<file path="config.mk">
export PLATFORM = sky130hd
export DESIGN_NAME = fbpa_divider
export DESIGN_NICKNAME = d
export VERILOG_FILES = /design/src/hdl/fbpa_pkg.sv /design/src/hdl/fbpa_divider.sv
export SDC_FILE = /design/constraint.sdc
export NUM_CORES = 1
export LEC_CHECK = 0
export ABC_AREA = 0
export BUFFER_PORTS_ARGS = -buffer_cell sky130_fd_sc_hd__buf_2
export CORE_MARGIN = 10
export CORE_UTILIZATION = 23
export DETAILED_ROUTE_END_ITERATION = 6
export GPL_ROUTABILITY_DRIVEN = 1
export PLACE_DENSITY = 0.36
export SLEW_MARGIN = 0
export SYNTH_ARGS = -nofsm -noshare
export SYNTH_HDL_FRONTEND = slang
export SYNTH_SLANG_ARGS = --single-unit
</file>
<file path="constraint.sdc">
create_clock -name clock -period 6.25 [get_ports clock]
set_clock_uncertainty 0.2 [all_clocks]
set_input_delay 0.3125 -clock clock [delete_from_list [all_inputs] [get_ports clock]]
set_output_delay 0.3125 -clock clock [all_outputs]
set_load 0.05 [all_outputs]
</file>
<file path="src/hdl/fbpa_pkg.sv">
// Shared types and constants for the fixed block pool allocator.
`default_nettype none

package fbpa_pkg;

   localparam int DEF_MAX_BLOCKS    = 1024;
   localparam int DEF_POINTER_BYTES = 8;

   localparam int INDEX_W  = 10;
   localparam int ADDR_W   = 32;
   localparam int SIZE_W   = 17;
   localparam int TOTAL_W  = 11;
   localparam int ALIGN_W  = 4;
   localparam int POOL_W   = 24;
   localparam int CSR_W    = 32;
   localparam int CSR_IDX_W = 2;

   localparam int REQ_TDATA_W = 16;
   localparam int RSP_TDATA_W = 72;

   localparam logic [SIZE_W-1:0]  RST_REQ_SIZE = 17'd64;
   localparam logic [ALIGN_W-1:0] RST_ALIGN    = 4'd3;
   localparam logic [POOL_W-1:0]  RST_POOL     = 24'd65536;
   localparam logic [ADDR_W-1:0]  RST_BASE     = 32'd0;
   localparam logic [SIZE_W-1:0]  SIZE_LIMIT   = 17'd65536;

   typedef enum logic [1:0] {
      OP_ALLOC    = 2'd0,
      OP_FREE     = 2'd1,
      OP_FORMAT   = 2'd2,
      OP_RESERVED = 2'd3
   } op_type;

   typedef enum logic [1:0] {
      ST_OK         = 2'd0,
      ST_EXHAUSTED  = 2'd1,
      ST_NO_BLOCK   = 2'd2,
      ST_FREE_RANGE = 2'd3
   } status_type;

   typedef enum logic [1:0] {
      CSR_REQ_SIZE = 2'd0,
      CSR_ALIGN    = 2'd1,
      CSR_POOL     = 2'd2,
      CSR_BASE     = 2'd3
   } csr_index_type;

   typedef enum logic [1:0] {
      S_IDLE  = 2'd0,
      S_ALLOC = 2'd1,
      S_DIV   = 2'd2,
      S_LINK  = 2'd3
   } fsm_type;

endpackage

`default_nettype wire

</file>
<file path="src/hdl/fbpa_divider.sv">
// Restoring unsigned divider, one quotient bit per cycle.
`default_nettype none

module fbpa_divider
   import fbpa_pkg::*;
#(
   parameter int DIVIDEND_W = POOL_W,
   parameter int DIVISOR_W  = SIZE_W
) (
   input  wire logic                  clock,
   input  wire logic                  reset,
   input  wire logic                  start,
   input  wire logic [DIVIDEND_W-1:0] dividend,
   input  wire logic [DIVISOR_W-1:0]  divisor,
   output logic                       done,
   output logic [DIVIDEND_W-1:0]      quotient
);

   localparam int CNT_W = $clog2(DIVIDEND_W + 1);

   logic                  busy_ff, busy_in;
   logic                  done_ff, done_in;
   logic [CNT_W-1:0]      cnt_ff, cnt_in;
   logic [DIVISOR_W-1:0]  rem_ff, rem_in;
   logic [DIVISOR_W-1:0]  div_ff, div_in;
   logic [DIVIDEND_W-1:0] quo_ff, quo_in;

   always_comb begin
      logic [DIVISOR_W:0] shifted;
      logic [DIVISOR_W:0] diff;
      busy_in = busy_ff;
      done_in = 1'b0;
      cnt_in  = cnt_ff;
      rem_in  = rem_ff;
      div_in  = div_ff;
      quo_in  = quo_ff;
      shifted = {rem_ff, quo_ff[DIVIDEND_W-1]};
      diff    = shifted - {1'b0, div_ff};
      if (start) begin
         busy_in = 1'b1;
         cnt_in  = CNT_W'(DIVIDEND_W);
         rem_in  = '0;
         div_in  = divisor;
         quo_in  = dividend;
      end else if (busy_ff) begin
         // dividend bits shift out of the top while quotient bits enter below
         if (shifted >= {1'b0, div_ff}) begin
            rem_in = diff[DIVISOR_W-1:0];
            quo_in = {quo_ff[DIVIDEND_W-2:0], 1'b1};
         end else begin
            rem_in = shifted[DIVISOR_W-1:0];
            quo_in = {quo_ff[DIVIDEND_W-2:0], 1'b0};
         end
         cnt_in = cnt_ff - CNT_W'(1);
         if (cnt_ff == CNT_W'(1)) begin
            busy_in = 1'b0;
            done_in = 1'b1;
         end
      end
   end

   always_ff @(posedge clock) begin
      if (reset) begin
         busy_ff <= 1'b0;
         done_ff <= 1'b0;
         cnt_ff  <= '0;
      end else begin
         busy_ff <= busy_in;
         done_ff <= done_in;
         cnt_ff  <= cnt_in;
      end
      rem_ff <= rem_in;
      div_ff <= div_in;
      quo_ff <= quo_in;
   end

   assign done     = done_ff;
   assign quotient = quo_ff;

endmodule

`default_nettype wire

</file>
==> results.toml, run 1 <==
[sta]
max_freq_ghz = 0.271
drv_slew = 0
rsz0062_at_grt = "false"
period_needed_ps = 3690
tightest_slew_ps = 1200
hold_viol_final = 0
setup_tns_ps = 0
min_period_over_period_pct = 59.1
fin_ws_ps = 2560
relSlewSlack_pct = 19.8
setup_viol = 0

[grt]
grt_pass1_wl_mm = 15.1
grt_usage_pct = 9.33
antenna_found_initial = 0
grt_pass1_vias = 2931
grt-ovfl-total = 0
grt_max_degree = 42

[critical_path]
cp-startpoint = "quotient[23]$_DFFE_PP_"
r2r_start = "quotient[23]$_DFFE_PP_"
worst-path-buf-inv = 2
worstPathRequired_ps = 6300
path_delay_family = "compound AO/OA/AOI/OAI gates"
start_kind = "register"
worstSetupEndpointType = "register"
crit_type = "reg2reg"
crit_fanout = 14
critical_path.slowest_cell = "a211oi_2"
cp_cell_sequence = "inv_1 > ha_1 > inv_1 > fa_1 > a21o_1 > a221o_2 > a31o_4 > a211oi_2 > nor4_1 > nor4_1"
critPathMaxStageDelay_ps = 960
r2r_slack_ps = 2560
worst_ep_arrival_time_ps = 3740

[power_and_ir_drop]
max-vdd-ir-drop_v = 0.000138
p_per_area_nw_per_um2 = 295
leakagePower_nw = 1.91

[synthesis]
yosysUniqueCellTypes = 61
yosysTopAreaCellShare_pct = 34.5
syn-num-nets = 395
yosys.area_share.simple_pct = 14.4
muxShareOfSynthArea_pct = 7.86
ys_ff_latch = 65
synth_top_family_by_area = "compound AO/OA/AOI/OAI gates"
syn_area_per_cell_um2 = 10.8
async_flop_share_pct = 0
yosys-top-cells-area = "edfxtp_1 (35%), dfxtp_1 (13%), mux2_2 (7.6%), ha_1 (6.7%), nand2_1 (2.9%)"
synth_largest_area_cell = "edfxtp_1"
synth_xor_area_share_pct = 3.69
synth_edf_count = 41
seq_area_frac_synth_pct = 48.0
synthFlopType = "edfxtp_1"
syn_area_um2 = 3560
yosys.area_share.adder_pct = 7.23
synth_warnings = 0
synth-compound-area-share_pct = 14.5
syn_inst = 331

[cells_and_area]
mostFrequentLayoutCells = "buf_2 (68), edfxtp_1 (41), nand2_1 (28)"
stdcell_count = 606
final_layout_size_suffix_gt1_share_pct = 28.9
insertedDiodeCount = 0
final_common_cell = "buf_2"
fillers = 1602
synthToLayoutAreaGrowth_pct = 27.7
seqCellArea_um2 = 1710
nets = 477
multi_input_area_um2 = 1700

[clock_network]
cts.sinks = 65
clk_pin_slew_ps = 60
cts_resized = 0
clock_path_buffers = 2
cts_made_buffers = 9
post_cts_buffers = 0
worstSkewPairLatency_ps = 340
cts_tree = "done"
htreeDepth = 3
root_buffer = "clkbuf_16"

[worst_hold_path]
holdCritStartpoint = "reset"
hold_path.class = "in2reg"

[place]
gp_congestion = 0.779
preCtsSetupSlack_ps = 2570
port_buffers = 68
hpwl_mm = 6.63
place_inst = 573

[drt]
drc = 0
final_antenna_net_count = 0
wire_per_inst_um = 15.6
vias = 2767
via_per_inst = 4.57
initialDrtViolationCount = 173
routed_wl_mm = 9.45
drt_pass1_iterations = 4

[run]
maxCapViolCount = 0

[floorplan]
io_pins = 69
die_w_um = 144
die_area_um2 = 20900
rows = 45
die_y_um = 144
core-area_um2 = 15200
initial_core_util_pct = 23.4

[run_status]
outcome = "completed"
==> worst paths after layout <==
check	endpoint	depth (start not counted)
setup / recovery	rem_ff[8]$_SDFFE_PP0P_	10
hold / removal	cnt_ff[4]$_SDFFE_PP0P_	2
hold reg to reg	cnt_ff[1]$_SDFFE_PP0P_	2
setup reg to reg	rem_ff[8]$_SDFFE_PP0P_	10
==> power breakdown <==
part	switching (mW)	leakage [nW]	internal, mW	total [mW]
logic	0.198	1.17	0.112	0.309
clock network	0.202	0.139	0.310	0.512
registers	0.0209	0.605	0.500	0.521
total	0.421	1.91	0.922	1.34
==> what timing repair did <==
item | in CTS | in global routing
hold buffers | 17 | 0
endpoints found under the setup margin | 0 | 0
hold endpoints to repair | 17 | 0
==> through the flow <==
step,utilization (%),instance area (um^2),hold slack [ps],power [mW]
6_report,30.0,4550,47.7,1.34
5_1_grt,30.0,4550,54.4,1.42
3_5_place_dp,26.9,4090,291,0.833
3_3_place_gp,26.9,4090,288,0.834
2_1_floorplan,-,3560,185,0.753
4_1_cts,30.0,4550,26.2,1.37
==> cells in the mapped netlist (all sizes together), types with 3 or more instances <==
master  number
dfxtp       24
nand2       29
a211o        3
nand3       17
o311ai       3
clkbuf      12
xnor2        7
edfxtp      41
ha          19
o21a         3
nor2        21
a31oi        3
xor2         8
a31o         3
o31ai        3
nor3         6
nand2b       4
a311oi       6
a21oi        9
o21ai        9
a21o         7
buf          4
inv         23
mux2        24
and3         5
==> layout make-up <==
cell class,instances,share of cell area (%)
Clock buffer,10,5.03
Clock inverter,6,1.48
Inverter,23,1.90
Multi-Input combinational cell,227,37.3
Sequential cell,65,37.6
Tap cell,188,5.17
Timing Repair Buffer,87,11.5
==> sequential cells by signal, summed over array words and instances (netlist names) <==
signal / count
busy_ff: 1
cnt_ff: 5
div_ff: 17
done: 1
quotient: 24
rem_ff: 17
==> routing by layer <==
| layer | wire, um | up-vias | global-route usage (%) |
|---|---|---|---|
| met2 | 4370 | 52 | 14.6 |
| met1 | 4420 | 1307 | 11.4 |
| met5 | 0 | - | 0 |
| met4 | 184 | 0 | 3.56 |
| met3 | 471 | 14 | 3.44 |
| li1 | - | 1394 | - |
==> cells by family after synthesis <==
logic type	count (synthesis)
AOI/OAI and AO/OA	65
xor gates and xnor gates	15
adders and majority gates	20
buffers and inverters	39
DFF	65
muxes	25
and+or+nand+nor	102
No activity file was read; power rests on OpenSTA's default activity.
==> run 2: changes to the inputs <==
--- a/config.mk
+++ b/config.mk
@@ -5,7 +5,7 @@
 export SDC_FILE = /design/constraint.sdc
 export NUM_CORES = 1
 export LEC_CHECK = 0
-export ABC_AREA = 0
+export ABC_AREA = 1
 export BUFFER_PORTS_ARGS = -buffer_cell sky130_fd_sc_hd__buf_2
 export CORE_MARGIN = 10
 export CORE_UTILIZATION = 23
==> constraint.sdc (replaced) <==
create_clock -name clock -period 3.45 [get_ports clock]
set_clock_uncertainty 0.2 [all_clocks]
set_input_delay 0.1725 -clock clock [delete_from_list [all_inputs] [get_ports clock]]
set_output_delay 0.1725 -clock clock [all_outputs]
set_load 0.05 [all_outputs]
==> run 2 against run 1 <==
Non-clock buffer count is 28 higher. Via count increased by 24%. Area after synthesis is 8.1% higher. Critical path depth grew 1. Worst hold slack improved by 110 ps. Critical endpoint is now rem_ff[11]$_SDFFE_PP0P_. Largest power group is now clock.
==> results.toml, run 2 <==
[floorplan]
rows = 47
initial_core_util_pct = 23.3
die_area_um2 = 22300
die_w_um = 149
io_pins = 69
die_y_um = 149
core-area_um2 = 16500

[clock_network]
clock_path_buffers = 2
root_buffer = "clkbuf_16"
cts_resized = 0
worstSkewPairLatency_ps = 350
cts_tree = "done"
htreeDepth = 3
clk_pin_slew_ps = 70
cts_made_buffers = 9
cts.sinks = 65

[synthesis]
yosys-top-cells-count = "nand2_1 (202), inv_1 (84), nand3_1 (42)"
synthFlopType = "edfxtp_1"
syn_area_per_cell_um2 = 7.55
synth_edf_count = 41
yosysUniqueCellTypes = 34
syn-num-nets = 574
seq_area_frac_synth_pct = 44.4
syn_inst = 510
synth_largest_area_cell = "edfxtp_1"
ys_ff_latch = 65
yosys-top-cells-area = "edfxtp_1 (32%), nand2_1 (20%), dfxtp_1 (12%), inv_1 (8.2%), ha_1 (6.2%)"
yosysTopAreaCellShare_pct = 32.0
yosysMostFrequentCell = "nand2_1"
syn_area_um2 = 3850
synth_warnings = 0
async_flop_share_pct = 0

[drt]
wire_per_inst_um = 13.3
drt_pass1_iterations = 4
via_per_inst = 4.03
final_antenna_net_count = 0
initialDrtViolationCount = 150
routed_wl_mm = 11.3
vias = 3422
drc = 0

[power_and_ir_drop]
swShare_pct = 29.9
pwr-share-seq_pct = 40.3
intPower_mw = 1.59
max-vdd-ir-drop_v = 0.000286
pwr-share-comb_pct = 17.0
pwr-share-clk_pct = 42.7
p_sw_uw = 677
p_per_area_nw_per_um2 = 441
leakagePower_nw = 2.61

[sta]
tightest_slew_ps = 555
rsz0062_at_grt = "false"
min_period_over_period_pct = 72.7
fin_ws_ps = 942
setup_tns_ps = 0
max_freq_ghz = 0.399
setup_viol = 0
relSlewSlack_pct = 62.9
hold_viol_final = 0
period_needed_ps = 2510
drv_slew = 0

[grt]
grt_pass1_vias = 3516
antenna_found_initial = 0
grt_max_degree = 34
grt-ovfl-total = 0
grt_usage_pct = 10.6
grt_pass1_wl_mm = 18.6

[worst_hold_path]
hold_path.class = "in2reg"
holdCritStartpoint = "start"

[cells_and_area]
insertedDiodeCount = 0
final_layout_size_suffix_gt1_share_pct = 16.2
final_common_cell = "nand2_1"
final_core_utilization_pct = 31.1
largest_register_ffs = 24
fillers = 1790
synthToLayoutAreaGrowth_pct = 33.4
nets = 688
mostFrequentLayoutCells = "nand2_1 (202), inv_1 (84), buf_2 (68)"

[critical_path]
cpMostUsedCell = "nand2_1"
cp-startpoint = "div_ff[7]$_DFFE_PP_"
critical_path.slowest_cell = "nor2_2"
worstPathRequired_ps = 3540
critPathMaxStageDelay_ps = 370
worstSetupEndpointType = "register"
start_kind = "register"
crit_type = "reg2reg"
crit_fanout = 16
cp_cell_sequence = "inv_1 > ha_1 > nand2_1 > inv_1 > nand3_1 > o21ai_1 > nor2_2 > nand2_2 > nand2_1 > nand3_1 > nand2_1"
r2r_start = "div_ff[7]$_DFFE_PP_"
worst_ep_arrival_time_ps = 2600

[place]
hpwl_mm = 8.21
preCtsSetupSlack_ps = 910
gp_congestion = 0.804
port_buffers = 68

[run_status]
outcome = "completed"

[run]
maxCapViolCount = 0
-- run 2: cell types whose count changed in the layout (fill, tap and decap cells not counted), moves of 7 or more --
cell	previous run	this run
a21o_1	7	0
dlygate4sd3_1	17	42
inv_1	23	84
mux2_2	24	0
nand2_1	28	202
nand3_1	17	42
nand3b_1	1	8
-- run 2: area by class of cell --
cell class	instances	area, um^2	share of cell area (%)
clock buffers	9	225	4.38
clock inverters	7	83.8	1.63
inverters	86	323	6.28
multi-input cells	347	1720	33.5
flip-flops and latches	65	1710	33.3
well taps	220	275	5.36
repair buffers	115	798	15.5
-- run 2: final timing paths --
check	endpoint	slack [ps]	cells after the start
min	div_ff[8]$_DFFE_PP_	160	1
min reg2reg	cnt_ff[4]$_SDFFE_PP0P_	270	2
max	rem_ff[11]$_SDFFE_PP0P_	940	11
max reg2reg	rem_ff[11]$_SDFFE_PP0P_	940	11
-- run 2: per-stage QoR --
step,area (um^2),instances,hold slack [ps],power [mW]
2_1_floorplan,3850,510,41.9,1.17
3_3_place_gp,4410,791,149,1.28
3_5_place_dp,4410,791,151,1.28
4_1_cts,5140,849,170,2.32
5_1_grt,5140,849,183,2.39
6_report,5140,849,156,2.27
-- run 2: critical path: cells and delay by family, from the launching register on --
| family | cells | cell delay (ps) |
|---|---|---|
| buffers and inverters | 2 | 210 |
| adder cells (fa/ha/maj) | 1 | 310 |
| AO/OA/AOI/OAI | 1 | 70 |
| flip-flops | 1 | 360 |
| AND/OR/NAND/NOR | 7 | 1300 |
-- run 2: cell families after synthesis --
logic type | after synthesis | share of synthesized area, %
buffers and inverters | 98 | 10.9
AND/OR/NAND/NOR | 291 | 32.2
adder cells (fa/ha/maj) | 20 | 6.69
XOR/XNOR | 8 | 1.82
AO/OA/AOI/OAI | 28 | 4.00
flip-flops | 65 | 44.4
-- run 2: timing repair --
item / CTS / global route
setup buffers: 0 / 0
hold buffers: 42 / 0
hold endpoints to repair: 44 / 0
-- run 2: routing by layer --
metal	part of all wire, %	global-route usage (%)	vias to the layer above
met2	49	17.6	42
li1	-	-	1827
met3	3.6	3.41	10
met4	1.0	2.65	0
met1	47	12.9	1543
met5	0	0	-
-- run 2: power by group through the flow --
| stage | combinational (mW) | sequential, mW | clock, mW |
|---|---|---|---|
| 6_report | 0.386 | 0.913 | 0.967 |
| 5_1_grt | 0.427 | 0.920 | 1.04 |
| 4_1_cts | 0.394 | 0.914 | 1.01 |
| 3_5_place_dp | 0.356 | 0.929 | 0 |
| 3_3_place_gp | 0.355 | 0.929 | 0 |
| 2_1_floorplan | 0.145 | 1.03 | 0 |
